==> src/dckv_pkg.sv <==
// Package for the dual contact key velocity block: sizes, phase codes,
// controller/datapath command and status structs. No dependencies.
package dckv_pkg;

   localparam int NUM_GROUPS         = 7;
   localparam int CHANNELS_PER_GROUP = 16;
   localparam int NUM_KEYS           = NUM_GROUPS * CHANNELS_PER_GROUP;
   localparam int KEY_W              = (NUM_KEYS > 1) ? $clog2(NUM_KEYS) : 1;

   localparam int GROUP_W   = 3;
   localparam int CHANNEL_W = 4;
   localparam int TIME_W    = 32;
   localparam int PHASE_W   = 2;
   localparam int VOL_W     = 17;

   localparam int REQ_DATA_W = 48;   // 41 payload bits padded to bytes
   localparam int RSP_DATA_W = 32;   // 26 payload bits padded to bytes

   localparam logic [PHASE_W-1:0] PH_IDLE = 2'd0;
   localparam logic [PHASE_W-1:0] PH_HALF = 2'd1;
   localparam logic [PHASE_W-1:0] PH_FULL = 2'd2;

   localparam logic [VOL_W-1:0] VOL_ONE  = 17'h10000;
   localparam logic [VOL_W-1:0] VOL_ZERO = 17'h00000;

   typedef struct packed {
      logic capture;     // latch the accepted beat
      logic read;        // read key state for the latched key
      logic div_start;   // launch the reciprocal divider
      logic commit;      // write back key state and load the result
   } cmd_type;

   typedef struct packed {
      logic need_div;    // held full press: volume must be recomputed
      logic div_done;    // divider quotient is ready
      logic out_free;    // result register can take a new beat
   } sts_type;

endpackage

==> src/dckv_ctrl.sv <==
// Controller state machine: sequences capture, key read, evaluate,
// optional divide and write-back. Uses dckv_pkg command/status structs.
module dckv_ctrl (
   input  logic              clock,
   input  logic              reset,
   input  logic              req_tvalid,
   output logic              req_tready,
   input  dckv_pkg::sts_type sts,
   output dckv_pkg::cmd_type cmd
);

   typedef enum logic [4:0] {
      S_IDLE  = 5'b00001,
      S_READ  = 5'b00010,
      S_EVAL  = 5'b00100,
      S_DIV   = 5'b01000,
      S_WRITE = 5'b10000
   } state_type;

   state_type state_ff, state_in;

   always_comb begin
      state_in      = state_ff;
      cmd           = '0;
      unique case (state_ff)
         S_IDLE: begin
            if (req_tvalid) begin
               cmd.capture = 1'b1;
               state_in    = S_READ;
            end
         end
         S_READ: begin
            cmd.read = 1'b1;
            state_in = S_EVAL;
         end
         S_EVAL: begin
            if (sts.need_div) begin
               cmd.div_start = 1'b1;
               state_in      = S_DIV;
            end else begin
               state_in = S_WRITE;
            end
         end
         S_DIV: begin
            if (sts.div_done) begin
               state_in = S_WRITE;
            end
         end
         S_WRITE: begin
            if (sts.out_free) begin
               cmd.commit = 1'b1;
               state_in   = S_IDLE;
            end
         end
         default: begin
            state_in = S_IDLE;
         end
      endcase
   end

   always_ff @(posedge clock) begin
      if (reset) begin
         state_ff <= S_IDLE;
      end else begin
         state_ff <= state_in;
      end
   end

   assign req_tready = (state_ff == S_IDLE);

endmodule

==> config.mk <==
export PLATFORM = sky130hd
export DESIGN_NAME = dckv_ctrl
export DESIGN_NICKNAME = d
export VERILOG_FILES = /design/src/dckv_pkg.sv /design/src/dckv_ctrl.sv
export SDC_FILE = /design/constraint.sdc
export NUM_CORES = 1
export LEC_CHECK = 0
export ABC_AREA = 1
export ABC_CLOCK_PERIOD_IN_PS = 1300
export BUFFER_PORTS_ARGS = -buffer_cell sky130_fd_sc_hd__buf_2
export CAP_MARGIN = 10
export CORE_AREA = 5 5 42 44
export CTS_CLUSTER_SIZE = 24
export DETAILED_ROUTE_END_ITERATION = 6
export DIE_AREA = 0 0 47 49
export SYNTH_ARGS = -nofsm -noshare
export SYNTH_HDL_FRONTEND = slang
export SYNTH_SLANG_ARGS = --single-unit
==> constraint.sdc <==
create_clock -name clock -period 1.3 [get_ports clock]
set_input_delay 0.26 -clock clock [delete_from_list [all_inputs] [get_ports clock]]
set_output_delay 0.26 -clock clock [all_outputs]
set_load 0.05 [all_outputs]
* After elaboration in Yosys (flattened, before gate mapping)
Cells that the tools add are included.
** Operators by class
- Equality and inequality tests :: 8
- Muxes and demuxes :: 12
- Reductions and logical operators :: 1
** Operator list (number)
- $pmux 5 s5 :: 1
- $mux 5 :: 4
- $mux 1 :: 7
- $ne 2x2->1 const B :: 3
- $eq 5x1->1 const B :: 1
- $eq 5x2->1 const B :: 1
- $eq 5x3->1 const B :: 1
- $eq 5x4->1 const B :: 1
- $eq 5x5->1 const B :: 1
- $reduce_and 3->1 :: 1
** Word-level totals
- Register bits :: 5
- Input bits :: 6
- Output and inout bits :: 5
- Logic and storage cells :: 22

* Depth between registers and ports, before layout
Gate-level depths: netlist of the first run.
- Depth after elaboration :: 3
- Mapped depth :: 7
- Mapped depth without buffers :: 7

* Worst setup path before layout of the first run
OpenSTA, ideal clock, no wires.
- Path type :: flip-flop to output port
- Start point :: register state_ff[2]
- End point :: output port cmd[3] (netlist bit)
- Arrival :: 1.299 ns
- Required time :: 1.040 ns
- Setup slack :: -0.259 ns
- Cell stages (with the launch flop) :: 6
- Buffers on the path :: 0
- Cell sequence :: dfxtp_1 > inv_2 > nand2_2 > nor2_2 > nand2_1 > nor2_1
** RTL lines
- start: declaration :: line dckv_ctrl.sv:20 : state_type state_ff, state_in;
- start signal: assignment :: line dckv_ctrl.sv:65 : state_ff <= state_in;
- end: declaration :: line dckv_ctrl.sv:9 : output dckv_pkg::cmd_type cmd

==> results of run 1 <==
==> kinds of logic (layout without fill, tap and decap cells) <==
family | after synthesis | in the layout
simple gates | 29 | 29
flops | 5 | 5
compound gates | 4 | 4
buf+inv | 12 | 36
==> stage by stage <==
step                      instances  hold WS [ns]  TNS [ns]
after floorplan                  50         0.329   -0.0413
after global placement           81         0.474   -0.0292
after detailed placement         81         0.473   -0.0519
after CTS                        88         0.211    -0.484
after global routing             90         0.232    -0.815
final                            90         0.219    -0.458
==> routing by layer <==
metal | up-vias | global-route usage | share of wire
li1 | 204 | - | -
met1 | 161 | 0.0947 | 0.45
met2 | 11 | 0.109 | 0.47
met3 | 4 | 0.0295 | 0.053
met4 | 0 | 0.0691 | 0.021
met5 | - | 0 | 0
==> worst max-delay path by stage <==
stage,from,to,slack [ns],depth (start not counted)
finish,state_ff[3],cmd[3],-0.12,6
global route,state_ff[3],cmd[3],-0.20,6
CTS,state_ff[3],cmd[3],-0.12,6
detailed placement,state_ff[0],cmd[1],-0.05,4
global placement,state_ff[0],cmd[1],-0.03,4
floorplan,state_ff[2],cmd[3],-0.04,5
==> worst max-delay path, delay by kind of cell, from the launching register on <==
family	cells	cell delay (ns)
AND/OR/NAND/NOR	4	0.36
flip-flops	1	0.33
buffers and inverters	2	0.22
==> timing repair <==
action,CTS,global route
buffers inserted,3,2
pin swaps,1,2
hold buffers,0,0
resized for setup,24,3
endpoints found under the setup margin,5,5
==> cell usage in the layout (no fill, tap or decap) <==
cell type and count:
a21oi_1 1, buf_2 5, buf_4 10, buf_6 3
buf_8 2, clkbuf_1 1, clkbuf_4 3, dfxtp_1 1
dfxtp_2 2, dfxtp_4 2, inv_1 8, inv_2 4
nand2_1 5, nand2_2 2, nand3_1 1, nand3_2 4
nand3b_1 1, nand4_1 1, nand4_2 1, nor2_1 2
nor2_2 8, nor2_4 2, nor3_1 1, nor3_4 1
o21ai_0 2, o21bai_1 1
==> area by class of cell <==
type | count | area [um2] | area share
multi-input combinational | 33 | 226 | 0.383
inverter | 12 | 45.0 | 0.0761
clock buffer | 4 | 26.3 | 0.0444
sequential | 5 | 110 | 0.186
tap | 16 | 20.0 | 0.0338
timing repair buffer | 20 | 164 | 0.277
==> report_power, final <==
| part | internal [uW] | leakage [uW] | switching [uW] |
|---|---|---|---|
| Clock | 116 | 0.0000150 | 61.2 |
| Combinational | 128 | 0.000243 | 165 |
| Sequential | 172 | 0.0000426 | 25.0 |
| Total | 416 | 0.000301 | 252 |
==> results.toml, run 1 <==
[status]
status = "complete, but fails checks"
violations = "setup timing"

[floorplanning]
core_area_um2 = 1400
die-area_um2 = 2300
die_h_um = 49
fp-row-count = 14
boundaryPins = 11
die_w_um = 47
start_util = 0.241

[logic_synthesis]
synthAdderAreaFrac = 0
synth-seq-cells = 5
syn_area_um2 = 338
synth_top_family_by_area = "simple AND/OR/NAND/NOR gates"
synth.avg_cell_area_um2 = 6.76
yosys-top-cells-count = "inv_1, nand2_1, nor2_1"
ys_seq_area_frac = 0.296
synth_async_sr_flop_share = 0
yosysUniqueCellTypes = 18
yosys_most_used_dff = "dfxtp_1"
synth_top_area_cell = "dfxtp_1"
synth_simple_gate_area_frac = 0.504
synth.most_common_cell = "inv_1"
synth_nets = 56
synthTopCellsByArea = "dfxtp_1, inv_1, nor2_2"
synth-compound-area-share = 0.0667
syn-instance-count = 50
muxShareOfSynthArea = 0
yosysWarningCount = 0
yosys.area.top_type_share = 0.296
synth_xor_area_frac = 0
synth_edf_count = 0

[placement]
dp_hpwl_um = 598
preCtsSetupSlack_ns = -0.0513
placed_area_um2 = 450
port_buffers = 10
gp_congestion = 0.807

[cts]
cts_buffers = 3
htreeDepth = 1
clkTransAtPathRegs_ns = 0.04
clock-sinks = 5
cts_root_buf = "clkbuf_4"
clock_latency_ns = 0.24
cts_tree = "built"
cts_buffer_depth = 2

[sta]
finalCritPeriodShare = 1.09
fin_crit_ns = 1.42
relSlewSlack = 0.883
finalMaxSlewViolations = 0
hold_viol_final = 0
fmax_mhz = 704
rsz0062_at_grt = "yes"
finalSetupViolCount = 5
fin_ws_ns = -0.121
fin_skew_ns = 0.000800
worstMarginPinSlew_ns = 0.174

[layout]
reg_top3 = "state_ff x5"
largest_register = "state_ff"
nFillCells = 158
largest_reg_flops = 5
synthToLayoutAreaGrowth_pct = 75.2
fin_util = 0.422
stdcell_area_um2 = 592
diodes = 0
final_nets = 81
drive_gt1_frac = 0.662

[worst_setup_path]
r2r_cells = 7
worstPathCellList = "inv_2, nand2_2, nor2_4, nand2_2, nor2_2, buf_6"
worstPathArrival_ns = 1.16
crit_slowest_cell = "dfxtp_2"
rrSetupSlack_ns = 0.13
cp_max_fo = 4
cp-start-kind = "register"
worstSetupPathType = "register to output port"
cp_common_cell = "nand2_2"
reg2reg_to = "state_ff[0]"
cp.required_ns = 1.04
r2r-start = "state_ff[3]"
critical-path-max-stage-delay_ns = 0.33
cp-end-kind = "output port"

[detailed_routing]
drt-total-wl_um = 793
firstDrtPassIters = 1
drtAntennaViolNets = 0
wl_per_cell_um = 8.81
drc = 0
vias = 380
drt-vias-per-instance = 4.22
drt_iter0_markers = 0

[global_route]
grt_max_degree = 5
track_usage = 0.0803
grt_pass1_vias = 351
grt_first_pass_wirelength_um = 1320
gr-total-overflow = 0
antenna_found_initial = 0

[min_path]
min_to = "state_ff[3]"
hold_class = "input pin to register"
hold_start = "reset"
worstHoldPathCells = 2

[power]
peakVddDrop_v = 0.000726
total_power_uw = 668
p_per_area_nw_per_um2 = 1130
power_leakage_uw = 0.000301

[run]
cap_viol_max_count = 0
Power figures use the tool's default switching activity.
==> run 2: changes to the inputs <==
--- a/config.mk
+++ b/config.mk
@@ -13,6 +13,7 @@
 export CTS_CLUSTER_SIZE = 24
 export DETAILED_ROUTE_END_ITERATION = 6
 export DIE_AREA = 0 0 47 49
+export SKIP_CTS_REPAIR_TIMING = 1
 export SYNTH_ARGS = -nofsm -noshare
 export SYNTH_HDL_FRONTEND = slang
 export SYNTH_SLANG_ARGS = --single-unit
==> results.toml, run 2 (same netlist as run 1, synthesis figures left out) <==
[status]
status = "complete, but fails checks"
violations = "setup timing"

[min_path]
hold_class = "input pin to register"

[sta]
fin_ws_ns = -0.125
worstMarginPinSlew_ns = 0.175
finalSetupViolCount = 5
relSlewSlack = 0.882
fmax_mhz = 702
fin_skew_ns = 0.000685
rsz0062_at_grt = "yes"
fin_crit_ns = 1.43
finalMaxSlewViolations = 0
tns_ns = -0.472
finalCritPeriodShare = 1.10
hold_viol_final = 0

[power]
clock_power_share = 0.277
p_int_uw = 397
swShare = 0.380
power_leakage_uw = 0.000288
p_sw_uw = 243
p_comb_frac = 0.417
p_per_area_nw_per_um2 = 1150
p_seq_frac = 0.307
peakVddDrop_v = 0.000707

[cts]
clock-sinks = 5
clock_latency_ns = 0.24
clkTransAtPathRegs_ns = 0.04
cts_buffers = 3
cts_root_buf = "clkbuf_4"
htreeDepth = 1
cts_tree = "built"
cts_buffer_depth = 2

[global_route]
grt_pass1_vias = 304
grt_max_degree = 5
gr-total-overflow = 0
antenna_found_initial = 0
grt_first_pass_wirelength_um = 1170
track_usage = 0.0718

[detailed_routing]
vias = 360
drtAntennaViolNets = 0
drt_iter0_markers = 0
firstDrtPassIters = 1
wl_per_cell_um = 8.43
drc = 0
drt-total-wl_um = 733
drt-vias-per-instance = 4.14

[worst_setup_path]
cp_top_family = "simple AND/OR/NAND/NOR gates"
cp-start-kind = "register"
worstSetupPathType = "register to output port"
cp-end-kind = "output port"
worstPathCellList = "inv_2, nand2_2, nor2_4, nand2_2, nor2_2, buf_6"
cp.required_ns = 1.04
cp_max_fo = 4
cp_common_cell = "nand2_2"
worstPathArrival_ns = 1.17
crit_slowest_cell = "dfxtp_2"
critical-path-max-stage-delay_ns = 0.33
crit_buf_inv = 2

[floorplanning]
boundaryPins = 11
die_h_um = 49
core_area_um2 = 1400
die-area_um2 = 2300
die_w_um = 47
fp-row-count = 14
start_util = 0.241

[placement]
port_buffers = 10
dp_cells = 81
dp_hpwl_um = 598
gp_congestion = 0.807

[layout]
most-common-layout-cells = "inv_1, nor2_2, buf_4"
largest_register = "state_ff"
final_common_cell = "inv_1"
largest_reg_flops = 5
final_cells = 87
reg_top3 = "state_ff x5"
synthToLayoutAreaGrowth_pct = 64.1
fin_util = 0.396
final_nets = 78
diodes = 0
drive_gt1_frac = 0.606

[run]
cap_viol_max_count = 0
==> run 2: power by group through the flow <==
stage / Clock [uW] / Combinational [uW] / Sequential [uW]
2_1_floorplan: 0 / 167 / 188
3_3_place_gp: 0 / 220 / 189
3_5_place_dp: 0 / 222 / 189
4_1_cts: 187 / 223 / 187
5_1_grt: 190 / 294 / 199
6_report: 177 / 267 / 196
==> run 2: final timing paths <==
| path | cells after the start | slack, ns | end | startpoint |
|---|---|---|---|---|
| worst min register to register | 3 | 0.57 | state_ff[3] | state_ff[0] |
| worst min-delay path | 2 | 0.22 | state_ff[3] | reset |
| worst max-delay path | 6 | -0.13 | cmd[3] | state_ff[3] |
| worst max register to register | 7 | 0.13 | state_ff[0] | state_ff[3] |
==> run 2: routing by layer <==
layer	wire length (um)	track usage	up-vias	part of all wire
met5	0	0	-	0
met4	17	0.0691	0	0.023
met3	49	0.0258	4	0.067
met2	322	0.0882	11	0.44
met1	343	0.0899	147	0.47
li1	-	-	198	-
==> run 2: worst reg2reg max path: cells and delay by family, from the launching register on <==
kind	cells	cell delay [ns]
AO/OA/AOI/OAI	1	0.06
buffers and inverters	3	0.29
AND/OR/NAND/NOR	3	0.37
flip-flops	1	0.35
==> run 2: area by class of cell <==
cell class / instances / area [um2]
Fill cell: 160 / 847
Multi-Input combinational cell: 33 / 219
Timing Repair Buffer: 17 / 134
Sequential cell: 5 / 110
Inverter: 12 / 45.0
Clock buffer: 4 / 26.3
Tap cell: 16 / 20.0
==> run 2: through the flow <==
stage | hold WS, ns | worst slack (ns) | cell area (um2) | total power, uW
2_1_floorplan | 0.329 | -0.0413 | 343 | 355
3_3_place_gp | 0.474 | -0.0292 | 450 | 408
3_5_place_dp | 0.473 | -0.0513 | 450 | 412
4_1_cts | 0.216 | -0.318 | 477 | 597
5_1_grt | 0.232 | -0.201 | 554 | 684
6_report | 0.218 | -0.125 | 554 | 640
==> run 3: changes to the inputs <==
--- a/config.mk
+++ b/config.mk
@@ -13,6 +13,7 @@
 export CTS_CLUSTER_SIZE = 24
 export DETAILED_ROUTE_END_ITERATION = 6
 export DIE_AREA = 0 0 47 49
+export REMOVE_ABC_BUFFERS = 1
 export SKIP_CTS_REPAIR_TIMING = 1
 export SYNTH_ARGS = -nofsm -noshare
 export SYNTH_HDL_FRONTEND = slang
==> results.toml, run 3 (same netlist as run 1, synthesis figures left out) <==
[cts]
clock-sinks = 5
cts_tree = "built"
htreeDepth = 1
cts_root_buf = "clkbuf_4"
cts_buffer_depth = 2
clkTransAtPathRegs_ns = 0.04
clock_latency_ns = 0.24
cts_buffers = 3

[layout]
reg_top3 = "state_ff x5"
synthToLayoutAreaGrowth_pct = 67.4
largest_reg_flops = 5
final_nets = 77
nFillCells = 157
diodes = 0
drive_gt1_frac = 0.614
stdcell_area_um2 = 566
final_common_cell = "inv_1"
most-common-layout-cells = "inv_1, nor2_2, buf_4"
largest_register = "state_ff"

[detailed_routing]
drt-total-wl_um = 825
drtAntennaViolNets = 0
vias = 379
drc = 0
wl_per_cell_um = 9.59
firstDrtPassIters = 4
drt-vias-per-instance = 4.41
drt_iter0_markers = 8

[worst_setup_path]
crit_start = "state_ff[3]"
rrSetupSlack_ns = 0.07
worstSetupPathType = "register to output port"
critical-path-max-stage-delay_ns = 0.36
worstPathCellList = "inv_4, nand2_4, nor2_4, nand2_2, nor2_2, buf_6"
crit_slowest_cell = "dfxtp_4"
cp_max_fo = 4
r2r_cells = 7
cp-end-kind = "output port"
cp.required_ns = 1.04
cp-start-kind = "register"
r2r-start = "state_ff[3]"
worstPathArrival_ns = 1.18
crit_end = "cmd[3]"
reg2reg_to = "state_ff[0]"

[global_route]
antenna_found_initial = 0
gr-total-overflow = 0
grt_pass1_vias = 339
grt_max_degree = 5
track_usage = 0.0718
grt_first_pass_wirelength_um = 1260

[power]
p_per_area_nw_per_um2 = 1120
peakVddDrop_v = 0.000652
power_leakage_uw = 0.000287

[placement]
port_buffers = 10
placed_area_um2 = 445
dp_hpwl_um = 594
preCtsSetupSlack_ns = -0.0150
gp_congestion = 0.760

[run]
cap_viol_max_count = 0

[status]
status = "complete, but fails checks"
violations = "setup timing"

[sta]
tns_ns = -0.529
finalSetupViolCount = 5
worstMarginPinSlew_ns = 0.241
rsz0062_at_grt = "yes"
fmax_mhz = 695
hold_viol_final = 0
fin_ws_ns = -0.138
finalCritPeriodShare = 1.11
fin_crit_ns = 1.44
relSlewSlack = 0.839
finalMaxSlewViolations = 0
fin_skew_ns = 0.00136

[floorplanning]
core_area_um2 = 1400
die_w_um = 47
start_util = 0.241
fp-row-count = 14
die-area_um2 = 2300
die_h_um = 49
boundaryPins = 11

[min_path]
hold_class = "input pin to register"
==> run 3: area by class of cell <==
class	instances	area, um2	area share
clock buffers	4	26.3	0.0465
inverters	12	47.5	0.0841
multi-input cells	33	234	0.414
flip-flops and latches	5	111	0.197
well taps	16	20.0	0.0354
repair buffers	16	126	0.223
==> run 3: critical path: cells and delay by family (launching register included) <==
kind | cells | cell delay, ns
flip-flops | 1 | 0.36
AND/OR/NAND/NOR | 4 | 0.35
buffers and inverters | 2 | 0.22
==> run 3: metal layers <==
metal	GRT usage	vias up	routed length, um
met5	0	-	0
met4	0.0553	0	6
met3	0.0148	2	60
met2	0.0973	11	405
met1	0.0945	170	353
li1	-	196	-
==> run 3: per-stage QoR <==
step | hold slack, ns | power [uW] | util | instances
floorplan | 0.329 | 351 | - | 50
global placement | 0.475 | 406 | 0.318 | 81
global route | 0.228 | 677 | 0.404 | 86
detailed placement | 0.477 | 408 | 0.318 | 81
finish | 0.223 | 634 | 0.404 | 86
CTS | 0.222 | 591 | 0.337 | 85
==> run 3: worst min-delay path by stage <==
| stage | from | end | depth (start not counted) |
|---|---|---|---|
| 6_report | reset | state_ff[2] | 2 |
| 3_5_place_dp | reset | state_ff[2] | 2 |
| 4_1_cts | reset | state_ff[2] | 2 |
| 5_1_grt | reset | state_ff[2] | 2 |
| 2_1_floorplan | reset | state_ff[3] | 1 |
| 3_3_place_gp | reset | state_ff[3] | 2 |
==> run 3: power by group <==
| group | internal [uW] | switching [uW] |
|---|---|---|
| clock | 116 | 58.7 |
| sequential | 169 | 24.6 |
| combinational | 105 | 160 |
| total | 390 | 244 |
